## src/hdl/bfa_pkg.sv

```systemverilog
`default_nettype none

package bfa_pkg;

  localparam int unsigned NumSlotsDef = 32;
  localparam int unsigned SizeBitsDef = 16;

  localparam int unsigned FuncW     = 2;
  localparam int unsigned InSizeW   = 16;
  localparam int unsigned SelW      = 5;
  localparam int unsigned StatusW   = 2;
  localparam int unsigned OutIdxW   = 5;
  localparam int unsigned OutSizeW  = 16;
  localparam int unsigned OwnerW    = 8;
  localparam int unsigned InDataW   = 24;
  localparam int unsigned OutDataW  = 32;

  localparam logic [OwnerW-1:0] OwnerMax = '1;

  typedef enum logic [FuncW-1:0] {
    FUNC_CLEAR = 2'd0,
    FUNC_LOAD  = 2'd1,
    FUNC_ALLOC = 2'd2,
    FUNC_READ  = 2'd3
  } func_e;

  typedef enum logic [StatusW-1:0] {
    STAT_OK       = 2'd0,
    STAT_NO_FIT   = 2'd1,
    STAT_FULL     = 2'd2,
    STAT_UNLOADED = 2'd3
  } status_e;

  typedef enum logic [1:0] {
    ST_IDLE,
    ST_SCAN,
    ST_DONE
  } state_e;

  // Search token handed from cell to cell.
  typedef struct packed {
    logic valid;
    logic found;
  } tok_t;

  // Broadcast commands from the controller to every cell.
  typedef struct packed {
    logic clear;
    logic load;
    logic grant;
  } cell_ctrl_t;

endpackage

`default_nettype wire

```

## src/hdl/bfa_cell.sv

```systemverilog
`default_nettype none

module bfa_cell #(
  parameter int unsigned NUM_SLOTS = bfa_pkg::NumSlotsDef,
  parameter int unsigned SIZE_BITS = bfa_pkg::SizeBitsDef,
  parameter int unsigned CELL_IDX  = 0,
  localparam int unsigned IdxW     = $clog2(NUM_SLOTS)
) (
  input  wire                          clk_i,
  input  wire                          rst_ni,
  input  wire bfa_pkg::cell_ctrl_t     ctrl_i,
  input  wire  [IdxW-1:0]              wr_idx_i,
  input  wire  [SIZE_BITS-1:0]         wr_size_i,
  input  wire  [bfa_pkg::OwnerW-1:0]   owner_i,
  input  wire  [SIZE_BITS-1:0]         req_size_i,
  input  wire bfa_pkg::tok_t           tok_i,
  input  wire  [SIZE_BITS-1:0]         best_size_i,
  input  wire  [IdxW-1:0]              best_idx_i,
  output bfa_pkg::tok_t                tok_o,
  output logic [SIZE_BITS-1:0]         best_size_o,
  output logic [IdxW-1:0]              best_idx_o,
  output logic [SIZE_BITS-1:0]         size_o,
  output logic                         used_o,
  output logic [bfa_pkg::OwnerW-1:0]   owner_o
);

  localparam logic [IdxW-1:0] MyIdx = IdxW'(CELL_IDX);

  logic                        loaded_q;
  logic                        used_q;
  logic [SIZE_BITS-1:0]        size_q;
  logic [bfa_pkg::OwnerW-1:0]  owner_q;
  bfa_pkg::tok_t               tok_q;
  logic [SIZE_BITS-1:0]        best_size_q;
  logic [IdxW-1:0]             best_idx_q;
  logic                        hit_wr;
  logic                        take;

  assign hit_wr = (wr_idx_i == MyIdx);
  assign take   = loaded_q && !used_q && (size_q >= req_size_i) &&
                  (!tok_i.found || (size_q < best_size_i));

  always_ff @(posedge clk_i or negedge rst_ni) begin
    if (!rst_ni) begin
      loaded_q <= 1'b0;
      used_q   <= 1'b0;
      tok_q    <= '0;
    end else begin
      tok_q.valid <= tok_i.valid;
      tok_q.found <= tok_i.found || take;
      if (ctrl_i.clear) begin
        loaded_q <= 1'b0;
        used_q   <= 1'b0;
      end else if (ctrl_i.load && hit_wr) begin
        loaded_q <= 1'b1;
        used_q   <= 1'b0;
      end else if (ctrl_i.grant && hit_wr) begin
        used_q   <= 1'b1;
      end
    end
  end

  always_ff @(posedge clk_i) begin
    best_size_q <= take ? size_q : best_size_i;
    best_idx_q  <= take ? MyIdx : best_idx_i;
    if (ctrl_i.load && hit_wr) begin
      size_q <= wr_size_i;
    end
    if (ctrl_i.grant && hit_wr) begin
      owner_q <= owner_i;
    end
  end

  assign tok_o       = tok_q;
  assign best_size_o = best_size_q;
  assign best_idx_o  = best_idx_q;
  assign size_o      = size_q;
  assign used_o      = used_q;
  assign owner_o     = owner_q;

endmodule

`default_nettype wire

```

## src/hdl/best_fit_block_allocator_core.sv

```systemverilog
`default_nettype none

// Best-fit block allocator. Each slot of the table lives in one cell of a chain; words on the
// input stream clear the table, load the next block size, request an allocation or read one
// slot, and every input word yields exactly one result word. An allocation walks a search token
// through the chain, one cell per cycle, carrying the smallest fitting free size seen so far.
// Only one word is in progress at a time, and a finished result waits in the output register.
module best_fit_block_allocator_core #(
  parameter int unsigned NUM_SLOTS = bfa_pkg::NumSlotsDef,
  parameter int unsigned SIZE_BITS = bfa_pkg::SizeBitsDef
) (
  input  wire                            clk_i,
  input  wire                            rst_ni,
  input  wire                            s_axis_tvalid_i,
  output logic                           s_axis_tready_o,
  // size_value [15:0], slot_select [20:16], zero [23:21]
  input  wire  [bfa_pkg::InDataW-1:0]    s_axis_tdata_i,
  // func [1:0]
  input  wire  [bfa_pkg::FuncW-1:0]      s_axis_tuser_i,
  output logic                           m_axis_tvalid_o,
  input  wire                            m_axis_tready_i,
  // slot_index [4:0], block_size_out [20:5], slot_used [21], owner_request [29:22], zero [31:30]
  output logic [bfa_pkg::OutDataW-1:0]   m_axis_tdata_o,
  // status [1:0]
  output logic [bfa_pkg::StatusW-1:0]    m_axis_tuser_o
);

  localparam int unsigned IdxW = $clog2(NUM_SLOTS);
  localparam int unsigned CntW = $clog2(NUM_SLOTS + 1);
  localparam logic [CntW-1:0] CntFull = CntW'(NUM_SLOTS);

  bfa_pkg::state_e             state_q, state_d;
  logic [CntW-1:0]             slot_count_q, slot_count_d;
  logic [bfa_pkg::OwnerW-1:0]  req_count_q, req_count_d;
  logic [bfa_pkg::OwnerW-1:0]  seq_q, seq_d;
  logic [SIZE_BITS-1:0]        req_size_q, req_size_d;
  logic                        start_q, start_d;

  bfa_pkg::status_e            res_status_q, res_status_d;
  logic [bfa_pkg::OutIdxW-1:0] res_idx_q, res_idx_d;
  logic [bfa_pkg::OutSizeW-1:0] res_size_q, res_size_d;
  logic                        res_used_q, res_used_d;
  logic [bfa_pkg::OwnerW-1:0]  res_owner_q, res_owner_d;

  logic                        m_valid_q, m_valid_d;
  logic [bfa_pkg::OutDataW-1:0] m_data_q;
  logic [bfa_pkg::StatusW-1:0] m_user_q;
  logic                        out_load;

  logic                        in_acc;
  bfa_pkg::func_e              in_func;
  logic [bfa_pkg::InSizeW-1:0] in_size;
  logic [bfa_pkg::SelW-1:0]    in_sel;
  logic [SIZE_BITS+bfa_pkg::InSizeW-1:0] in_size_ext;
  logic [SIZE_BITS-1:0]        in_size_m;
  logic [CntW+bfa_pkg::SelW-1:0] sel_ext;
  logic [IdxW-1:0]             rd_idx;
  logic                        sel_loaded;

  bfa_pkg::cell_ctrl_t         ctrl;
  logic [IdxW-1:0]             wr_idx;

  bfa_pkg::tok_t               chain_tok  [NUM_SLOTS+1];
  logic [SIZE_BITS-1:0]        chain_size [NUM_SLOTS+1];
  logic [IdxW-1:0]             chain_idx  [NUM_SLOTS+1];
  logic [SIZE_BITS-1:0]        cell_size  [NUM_SLOTS];
  logic                        cell_used  [NUM_SLOTS];
  logic [bfa_pkg::OwnerW-1:0]  cell_owner [NUM_SLOTS];

  function automatic logic [bfa_pkg::OutSizeW-1:0] to_out_size(input logic [SIZE_BITS-1:0] v);
    logic [SIZE_BITS+bfa_pkg::OutSizeW-1:0] w;
    w = {{bfa_pkg::OutSizeW{1'b0}}, v};
    return w[bfa_pkg::OutSizeW-1:0];
  endfunction

  function automatic logic [bfa_pkg::OutIdxW-1:0] to_out_idx(input logic [IdxW-1:0] v);
    logic [IdxW+bfa_pkg::OutIdxW-1:0] w;
    w = {{bfa_pkg::OutIdxW{1'b0}}, v};
    return w[bfa_pkg::OutIdxW-1:0];
  endfunction

  assign in_acc      = s_axis_tvalid_i && s_axis_tready_o;
  assign in_func     = bfa_pkg::func_e'(s_axis_tuser_i);
  assign in_size     = s_axis_tdata_i[15:0];
  assign in_sel      = s_axis_tdata_i[20:16];
  assign in_size_ext = {{SIZE_BITS{1'b0}}, in_size};
  assign in_size_m   = in_size_ext[SIZE_BITS-1:0];
  assign sel_ext     = {{CntW{1'b0}}, in_sel};
  assign rd_idx      = sel_ext[IdxW-1:0];
  assign sel_loaded  = sel_ext < {{bfa_pkg::SelW{1'b0}}, slot_count_q};
  assign wr_idx      = slot_count_q[IdxW-1:0];

  assign chain_tok[0]  = '{valid: start_q, found: 1'b0};
  assign chain_size[0] = '0;
  assign chain_idx[0]  = '0;

  for (genvar g = 0; g < NUM_SLOTS; g++) begin : g_cell
    bfa_cell #(
      .NUM_SLOTS (NUM_SLOTS),
      .SIZE_BITS (SIZE_BITS),
      .CELL_IDX  (g)
    ) u_cell (
      .clk_i       (clk_i),
      .rst_ni      (rst_ni),
      .ctrl_i      (ctrl),
      .wr_idx_i    (state_q == bfa_pkg::ST_SCAN ? chain_idx[NUM_SLOTS] : wr_idx),
      .wr_size_i   (in_size_m),
      .owner_i     (seq_q),
      .req_size_i  (req_size_q),
      .tok_i       (chain_tok[g]),
      .best_size_i (chain_size[g]),
      .best_idx_i  (chain_idx[g]),
      .tok_o       (chain_tok[g+1]),
      .best_size_o (chain_size[g+1]),
      .best_idx_o  (chain_idx[g+1]),
      .size_o      (cell_size[g]),
      .used_o      (cell_used[g]),
      .owner_o     (cell_owner[g])
    );
  end

  always_comb begin
    state_d      = state_q;
    slot_count_d = slot_count_q;
    req_count_d  = req_count_q;
    seq_d        = seq_q;
    req_size_d   = req_size_q;
    start_d      = 1'b0;
    res_status_d = res_status_q;
    res_idx_d    = res_idx_q;
    res_size_d   = res_size_q;
    res_used_d   = res_used_q;
    res_owner_d  = res_owner_q;
    ctrl         = '0;
    out_load     = 1'b0;
    s_axis_tready_o = 1'b0;

    unique case (state_q)
      bfa_pkg::ST_IDLE: begin
        s_axis_tready_o = 1'b1;
        if (in_acc) begin
          res_status_d = bfa_pkg::STAT_OK;
          res_idx_d    = '0;
          res_size_d   = '0;
          res_used_d   = 1'b0;
          res_owner_d  = '0;
          state_d      = bfa_pkg::ST_DONE;
          unique case (in_func)
            bfa_pkg::FUNC_CLEAR: begin
              ctrl.clear   = 1'b1;
              slot_count_d = '0;
              req_count_d  = '0;
            end
            bfa_pkg::FUNC_LOAD: begin
              if (slot_count_q == CntFull) begin
                res_status_d = bfa_pkg::STAT_FULL;
              end else begin
                ctrl.load    = 1'b1;
                res_idx_d    = to_out_idx(wr_idx);
                res_size_d   = to_out_size(in_size_m);
                slot_count_d = slot_count_q + CntW'(1);
              end
            end
            bfa_pkg::FUNC_ALLOC: begin
              req_size_d = in_size_m;
              seq_d      = req_count_q;
              if (req_count_q != bfa_pkg::OwnerMax) begin
                req_count_d = req_count_q + bfa_pkg::OwnerW'(1);
              end
              start_d = 1'b1;
              state_d = bfa_pkg::ST_SCAN;
            end
            bfa_pkg::FUNC_READ: begin
              res_idx_d = in_sel;
              if (sel_loaded) begin
                res_size_d  = to_out_size(cell_size[rd_idx]);
                res_used_d  = cell_used[rd_idx];
                res_owner_d = cell_used[rd_idx] ? cell_owner[rd_idx] : '0;
              end else begin
                res_status_d = bfa_pkg::STAT_UNLOADED;
              end
            end
            default: ;
          endcase
        end
      end
      bfa_pkg::ST_SCAN: begin
        if (chain_tok[NUM_SLOTS].valid) begin
          state_d = bfa_pkg::ST_DONE;
          if (chain_tok[NUM_SLOTS].found) begin
            ctrl.grant   = 1'b1;
            res_status_d = bfa_pkg::STAT_OK;
            res_idx_d    = to_out_idx(chain_idx[NUM_SLOTS]);
            res_size_d   = to_out_size(chain_size[NUM_SLOTS]);
            res_used_d   = 1'b1;
            res_owner_d  = seq_q;
          end else begin
            res_status_d = bfa_pkg::STAT_NO_FIT;
            res_idx_d    = '0;
            res_size_d   = '0;
            res_used_d   = 1'b0;
            res_owner_d  = '0;
          end
        end
      end
      bfa_pkg::ST_DONE: begin
        if (!m_valid_q || m_axis_tready_i) begin
          out_load = 1'b1;
          state_d  = bfa_pkg::ST_IDLE;
        end
      end
      default: state_d = bfa_pkg::ST_IDLE;
    endcase
  end

  assign m_valid_d = out_load || (m_valid_q && !m_axis_tready_i);

  always_ff @(posedge clk_i or negedge rst_ni) begin
    if (!rst_ni) begin
      state_q      <= bfa_pkg::ST_IDLE;
      slot_count_q <= '0;
      req_count_q  <= '0;
      start_q      <= 1'b0;
      m_valid_q    <= 1'b0;
    end else begin
      state_q      <= state_d;
      slot_count_q <= slot_count_d;
      req_count_q  <= req_count_d;
      start_q      <= start_d;
      m_valid_q    <= m_valid_d;
    end
  end

  always_ff @(posedge clk_i) begin
    seq_q        <= seq_d;
    req_size_q   <= req_size_d;
    res_status_q <= res_status_d;
    res_idx_q    <= res_idx_d;
    res_size_q   <= res_size_d;
    res_used_q   <= res_used_d;
    res_owner_q  <= res_owner_d;
    if (out_load) begin
      m_data_q <= {2'b00, res_owner_q, res_used_q, res_size_q, res_idx_q};
      m_user_q <= res_status_q;
    end
  end

  assign m_axis_tvalid_o = m_valid_q;
  assign m_axis_tdata_o  = m_data_q;
  assign m_axis_tuser_o  = m_user_q;

  a_tok_in_scan : assert property (@(posedge clk_i) disable iff (!rst_ni)
    chain_tok[NUM_SLOTS].valid |-> state_q == bfa_pkg::ST_SCAN)
    else $error("Search token left the chain outside a scan.");

  a_count_bound : assert property (@(posedge clk_i) disable iff (!rst_ni)
    slot_count_q <= CntFull)
    else $error("Slot count exceeds the table size.");

  a_req_monotonic : assert property (@(posedge clk_i) disable iff (!rst_ni)
    !(in_acc && in_func == bfa_pkg::FUNC_CLEAR) |=> req_count_q >= $past(req_count_q))
    else $error("Request counter went down without a clear.");

  a_grant_free : assert property (@(posedge clk_i) disable iff (!rst_ni)
    ctrl.grant |-> !cell_used[chain_idx[NUM_SLOTS]])
    else $error("Granted a slot that is already used.");

endmodule

`default_nettype wire
```

## config.mk

```make
export PLATFORM = sky130hd
export DESIGN_NAME = best_fit_block_allocator_core
export DESIGN_NICKNAME = d
export VERILOG_FILES = /design/src/hdl/bfa_pkg.sv /design/src/hdl/bfa_cell.sv /design/src/hdl/best_fit_block_allocator_core.sv
export SDC_FILE = /design/constraint.sdc
export NUM_CORES = 2
export LEC_CHECK = 0
export ABC_AREA = 0
export BUFFER_PORTS_ARGS = -buffer_cell sky130_fd_sc_hd__buf_2
export CAP_MARGIN = 15
export CORE_ASPECT_RATIO = 1.75
export CORE_MARGIN = 2
export CORE_UTILIZATION = 40
export DETAILED_ROUTE_END_ITERATION = 16
export PLACE_DENSITY = 0.58
export SLEW_MARGIN = 5
export SYNTH_ARGS = -nofsm -noshare
export SYNTH_HDL_FRONTEND = slang
export SYNTH_SLANG_ARGS = --single-unit
```

## constraint.sdc

```tcl
create_clock -name clk_i -period 9 [get_ports clk_i]
set_input_delay 0.9 -clock clk_i [delete_from_list [all_inputs] [get_ports clk_i]]
set_output_delay 0.9 -clock clk_i [all_outputs]
set_load 0.01 [all_outputs]
```

Word level (Yosys, flattened, before mapping)
Cells that the tools add are included.
- flip-flop bits (word level): 1643
- input port bits: 30
- output and inout bits: 36
- add/subtract/negate cells: 2
- $lt $le $gt $ge: 65
- equality and inequality tests: 43
- muxes and demuxes: 256
- bitwise logic cells: 1
- reductions and logical operators: 365
- operators by type and width (cell ; number):
    2-to-1 mux 16 bit ; 38
    >= comparator 16 bit ; 32
    < comparator 16 bit ; 31
    2-to-1 mux 1 bit ; 179
    logical AND 1 bit ; 161
    nonzero test 3 bit ; 32
    binary-select mux 16 bit (select 5 bit) ; 1
    == test 5 bit (second input constant) ; 16
    2-to-1 mux 8 bit ; 9
    nonzero test 2 bit ; 35
    logical NOT 1 bit ; 65
    logical OR 1 bit ; 64
    case mux 16 bit (2 select lines) ; 2
    binary-select mux 8 bit (select 5 bit) ; 1
    == test 5 x 4 -> 1 bit (second input constant) ; 8
    case mux 8 bit (2 select lines) ; 2
    2-to-1 mux 5 bit ; 5
    == test 5 x 3 -> 1 bit (second input constant) ; 4
    2-to-1 mux 2 bit ; 10
    case mux 5 bit (2 select lines) ; 2
    case mux 6 bit (2 select lines) ; 1
    == test 5 x 2 -> 1 bit (second input constant) ; 2
    AND reduction 3 bit ; 3
    adder 8 x 1 -> 8 bit (second input constant) ; 1
    other kinds (19) ; 28

Logic depth before layout (Yosys ltp)
- depth in word-level cells: 9
- depth in mapped cells: 11
- depth with buffers taken out: 9

Hierarchy
Synthesis repeated with hierarchy kept, for this count alone.
- cell total of the unflattened synthesis: 6918
- area total of the unflattened synthesis: 86962.2 sq um
- by module, submodules not included (module ; times used ; cells an instance ; area an instance (sq um) ; sequential area each (sq um)):
    bfa_cell at g_cell[13].u_cell ... ; 10 ; 194 ; 2408.6 ; 1241.2
    bfa_cell at g_cell[12].u_cell ... ; 5 ; 194 ; 2406.1 ; 1241.2
    best_fit_block_allocator_core ; 1 ; 718 ; 10347.4 ; 3093.0
    bfa_cell at g_cell[15].u_cell ... ; 3 ; 194 ; 2402.3 ; 1241.2
    bfa_cell at g_cell[5].u_cell ... ; 3 ; 192 ; 2322.2 ; 1241.2
    bfa_cell at g_cell[17].u_cell ... ; 2 ; 194 ; 2409.8 ; 1241.2
    bfa_cell at g_cell[31].u_cell ; 1 ; 195 ; 2421.1 ; 1241.2
    bfa_cell at g_cell[3].u_cell ; 1 ; 196 ; 2412.3 ; 1241.2
    bfa_cell at g_cell[10].u_cell ; 1 ; 194 ; 2411.1 ; 1241.2
    bfa_cell at g_cell[19].u_cell ; 1 ; 196 ; 2408.6 ; 1241.2
    bfa_cell at g_cell[0].u_cell ; 1 ; 194 ; 2407.3 ; 1241.2
    bfa_cell at g_cell[11].u_cell ; 1 ; 193 ; 2406.1 ; 1241.2
    bfa_cell at g_cell[16].u_cell ; 1 ; 193 ; 2402.3 ; 1241.2
    bfa_cell at g_cell[8].u_cell ; 1 ; 192 ; 2319.7 ; 1241.2
    bfa_cell at g_cell[7].u_cell ; 1 ; 191 ; 2317.2 ; 1241.2

Worst setup path before layout
No wires, ideal clock.
- kind: reg-to-reg
- from: reg req_size_q[0]
- to: reg g_cell[7].u_cell.best_size_q[10]
- arrival time: 2.958 ns
- required time: 8.879 ns
- slack: 5.922 ns
- cell stages (with the launch flop): 11
- period minus slack after synthesis: 3.078 ns
- path through: edfxtp_1 ha_1 or3b_1 o2111ai_1 a31oi_1 a211o_1 a31oi_1 a221o_1 buf_4 buf_6 mux2_2
- word-level cells in the longest chain between the ends: 4
- RTL lines (element ; RTL line ; source):
    from (decl) ; best_fit_block_allocator_core.sv:36 ; logic [SIZE_BITS-1:0] req_size_q, req_size_d;
    from (signal assigned) ; best_fit_block_allocator_core.sv:236 ; req_size_q <= req_size_d;
    >= comparator 16 bit ; bfa_cell.sv:40 ; assign take = loaded_q && !used_q && (size_q >= req_size_i) &&
    logical AND 1 bit (2 in a row) ; bfa_cell.sv:40 ;
    2-to-1 mux 16 bit ; bfa_cell.sv:64 ; best_size_q <= take ? size_q : best_size_i;
    to (signal assigned) ; bfa_cell.sv:64 ;
    to (decl) ; bfa_cell.sv:34 ; logic [SIZE_BITS-1:0] best_size_q;
No other way between the ends.
A chain may end at the register's enable or synchronous reset.

Worst setup path after layout
- from: reg req_size_q[1]
- to: reg g_cell[30].u_cell.best_size_q[8]
- word-level cells in the longest chain between the ends: 4
- RTL lines (element ; RTL line):
    >= comparator 16 bit ; bfa_cell.sv:40
    logical AND 1 bit (2 in a row) ; bfa_cell.sv:40
    2-to-1 mux 16 bit ; bfa_cell.sv:64
    to (signal assigned) ; bfa_cell.sv:64
    to (decl) ; bfa_cell.sv:34
No other way between the ends.

==> flow_summary.toml <==
[logic_synthesis]
yosys.area.top_type_share_pct = 32.05
synth-seq-cells = 1643
ys_top_cells_by_area = "edfxtp_1, dfxtp_1, ha_1"
synth-edff-count = 856
yosysUniqueCellTypes = 75
syn-instance-count = 6196
syn_area_um2 = 80200
synthTopCellsByCount = "ha_1, edfxtp_1, dfxtp_1"
synth_most_common_cell = "ha_1"
ys_seq_area_share_pct = 52.61
synth_top_flop_cell = "edfxtp_1"
avgSynthCellArea_um2 = 12.94
yosysWarnings = 0
synth_top_cell_by_area = "edfxtp_1"
synthArstFlopShare_pct = 8.886

[cts]
numCtsBuffers = 161
clk_pin_slew_worst_paths_ps = 70
clk_latency_ps = 840
ctsHoldBuffers = 0
h-tree-depth = 4
cts_resized = 0
post_cts_buffers = 0
ctsLongestPathBuffers = 4
clockRootBuffer = "clkbuf_16"
cts_sinks = 1643
cts_tree = "built"

[timing]
period_needed_ps = 4394
setup_viol_count_final = 0
setup_ws_ps = 4606
finalCritPeriodShare_pct = 48.82
rsz0062_at_grt = "false"
relSlewSlack_pct = 21.17
worst_pin_slew_ps = 1178
fin_setup_tns_ps = 0
finalMaxSlewViolations = 0
worst_clock_skew_ps = 64.57
hold_viol = 0
fmax_mhz = 227.6

[floorplan]
initial_core_util_pct = 40.19
die_area_um2 = 204200
coreArea_um2 = 199600
io_pins = 66
die_w_um = 342.5
rows = 217
die_h_um = 596.3

[critical_path]
cp.arrival_ps = 5100
r2r_end = "g_cell[30].u_cell.best_size_o[8]$_DFF_P_"
critPathLaunchType = "flip-flop"
critical_path.top_delay_family = "compound AO/OA/AOI/OAI gates"
rr_worst_depth = 10
worstPathCellList = "inv_2 > buf_4 > ha_1 > o211ai_1 > a21oi_1 > nor4_1 > o21ai_0 > a31oi_1 > a21o_1 > mux2_2"
path_buf_inv = 2
cp_slowest_cell = "a21o_1"
required_ps = 9700
critPathMaxFanout = 21
r2r_slack_ps = 4610
max_stage_delay_ps = 880
worstSetupPathType = "reg2reg"
worst_setup_path_end_kind = "flip-flop"
worstReg2RegStart = "req_size_q[1]$_DFFE_PP_"

[detailed_routing]
first_pass_iters = 6
ant_nets = 0
drt-total-wl_um = 254900
wl_per_cell_um = 27.93
dr_total_vias = 51710
drc = 0
drtIter0Drc = 3661
via_per_inst = 5.665

[placed_design]
preCtsSetupSlack_ps = 4310
place_area_um2 = 83960
hpwl_um = 184100
port_buffers = 60
placed_cells = 8825
place.gp.congestion = 0.9381

[global_routing]
grt_max_degree = 117
grt_pass1_wl_um = 365800
grt_usage_pct = 24.78
grt_pass1_vias = 53480
antenna_found_initial = 9
grt_overflow_total = 0

[final_layout]
nNetsFinal = 7381
final_cells = 9128
multi_input_area_um2 = 35340
area_delta_synth_final_pct = 11.20
fin_area_um2 = 89180
fillers = 17960
drive_gt1_share_pct = 18.49
fin_util_pct = 44.69
regArea_um2 = 42190

[run_status]
outcome = "finished, final reports clean"

[run]
maxCapViolCount = 0

[power]
p_leak_nw = 34.79
vdd_drop_max_mv = 0.1569
p_per_area_nw_per_um2 = 224.3

[min_path]
hold_class = "in2async"
-- where the power goes --
part           total (mW)  internal (mW)  switching (mW)  leakage, nW
sequential           9.68           8.99           0.689         15.0
combinational        3.58           1.57            2.01         17.3
clock                6.74           3.74            3.00         2.50
-- flip-flops by register name, summed over array words and instances, names as in the netlist --
signal                     cells
g_cell.u_cell.best_idx_o     129
g_cell.u_cell.best_size_o    512
g_cell.u_cell.loaded_q        32
g_cell.u_cell.owner_o        256
g_cell.u_cell.size_o         512
g_cell.u_cell.tok_o           64
g_cell.u_cell.used_o          32
m_axis_tdata_o                30
m_axis_tuser_o                 2
m_axis_tvalid_o                1
req_count_q                    8
req_size_q                    16
res_idx_q                      5
res_owner_q                    8
res_size_q                    16
res_status_q                   2
res_used_q                     1
seq_q                          8
slot_count_q                   6
start_q                        1
state_q                        2
-- how the worst max path moves through the flow --
stage                                  from  cells after the start                                        to  slack, ps
finish              req_size_q[1]$_DFFE_PP_                     10  g_cell[30].u_cell.best_size_o[8]$_DFF_P_       4610
global route        req_size_q[1]$_DFFE_PP_                     10  g_cell[20].u_cell.best_size_o[8]$_DFF_P_       4560
global placement         s_axis_tdata_i[16]                      7                   res_size_q[0]$_DFFE_PP_       4340
CTS                 req_size_q[1]$_DFFE_PP_                     10  g_cell[30].u_cell.best_size_o[8]$_DFF_P_       4630
floorplan           req_size_q[0]$_DFFE_PP_                     10  g_cell[7].u_cell.best_size_o[10]$_DFF_P_       5920
detailed placement       s_axis_tdata_i[16]                      7                   res_size_q[0]$_DFFE_PP_       4310
-- placed cells by master (no fill, tap or decap), types with 23 or more instances in the layout --
master and count:
nor4b_1 23, clkbuf_1 34, o211ai_1 62, o21a_1 67, a31oi_1 46, buf_2 56
edfxtp_1 856, nor4_1 28, ha_1 984, clkbuf_16 165, nor3_1 40, nor2b_1 42
nand2_1 273, mux4_2 214, nand4_1 87, nand2b_1 90, nor2_1 238, mux2_2 472
and2_1 44, dfrtp_1 146, dfxtp_1 641, clkinv_2 29, inv_1 530, a211oi_1 36
a21o_1 33, or2_2 34, a21oi_1 390, o21ai_0 242, nor3b_1 25, buf_4 95
mux2i_1 44, nand3_1 95
-- through the flow --
| step | power, mW | hold slack, ps |
|---|---|---|
| 6_report | 20.00 | 60.61 |
| 3_3_place_gp | 13.31 | 337.1 |
| 5_1_grt | 20.86 | 66.98 |
| 2_1_floorplan | 11.94 | 331.2 |
| 3_5_place_dp | 13.39 | 334.7 |
| 4_1_cts | 20.12 | 33.55 |
-- cell type report --
cell class                 instances  share of cell area, %
multi-input combinational       3852                  39.63
inverter                         546                  2.300
sequential                      1643                  47.31
antenna                           10                0.02806
clock inverter                    68                 0.6398
timing repair buffer             163                  1.334
clock buffer                     218                  5.067
tap                             2628                  3.687
-- worst reg2reg max path, delay by kind of cell (launching register included) --
kind / cells / cell delay (ps)
AOI/OAI and AO/OA: 5 / 1660
DFF: 1 / 390
adders and majority gates: 1 / 320
buffers and inverters: 2 / 1000
and+or+nand+nor: 1 / 460
muxes: 1 / 430
-- layer usage --
metal	GRT usage (%)	part of all wire (%)	vias up
met4	19.29	9.3	4
li1	-	-	23520
met2	45.54	52	1597
met1	25.30	34	25850
met5	0	0.0063	-
met3	2.882	4.2	744
-- kinds of logic (layout without fill, tap and decap cells) --
| family | after synthesis | count (layout) | synth area share (%) |
|---|---|---|---|
| other | 1 | 12 | 0.004676 |
| buffers and inverters | 702 | 995 | 3.578 |
| multiplexers | 752 | 752 | 13.77 |
| flip-flops | 1643 | 1643 | 52.61 |
| adder cells (fa/ha/maj) | 984 | 984 | 15.35 |
| AO/OA/AOI/OAI | 1028 | 1028 | 7.912 |
| AND/OR/NAND/NOR | 1076 | 1076 | 6.664 |
| XOR/XNOR | 10 | 10 | 0.1092 |
Note: power is estimated with default switching activity, not from simulation.
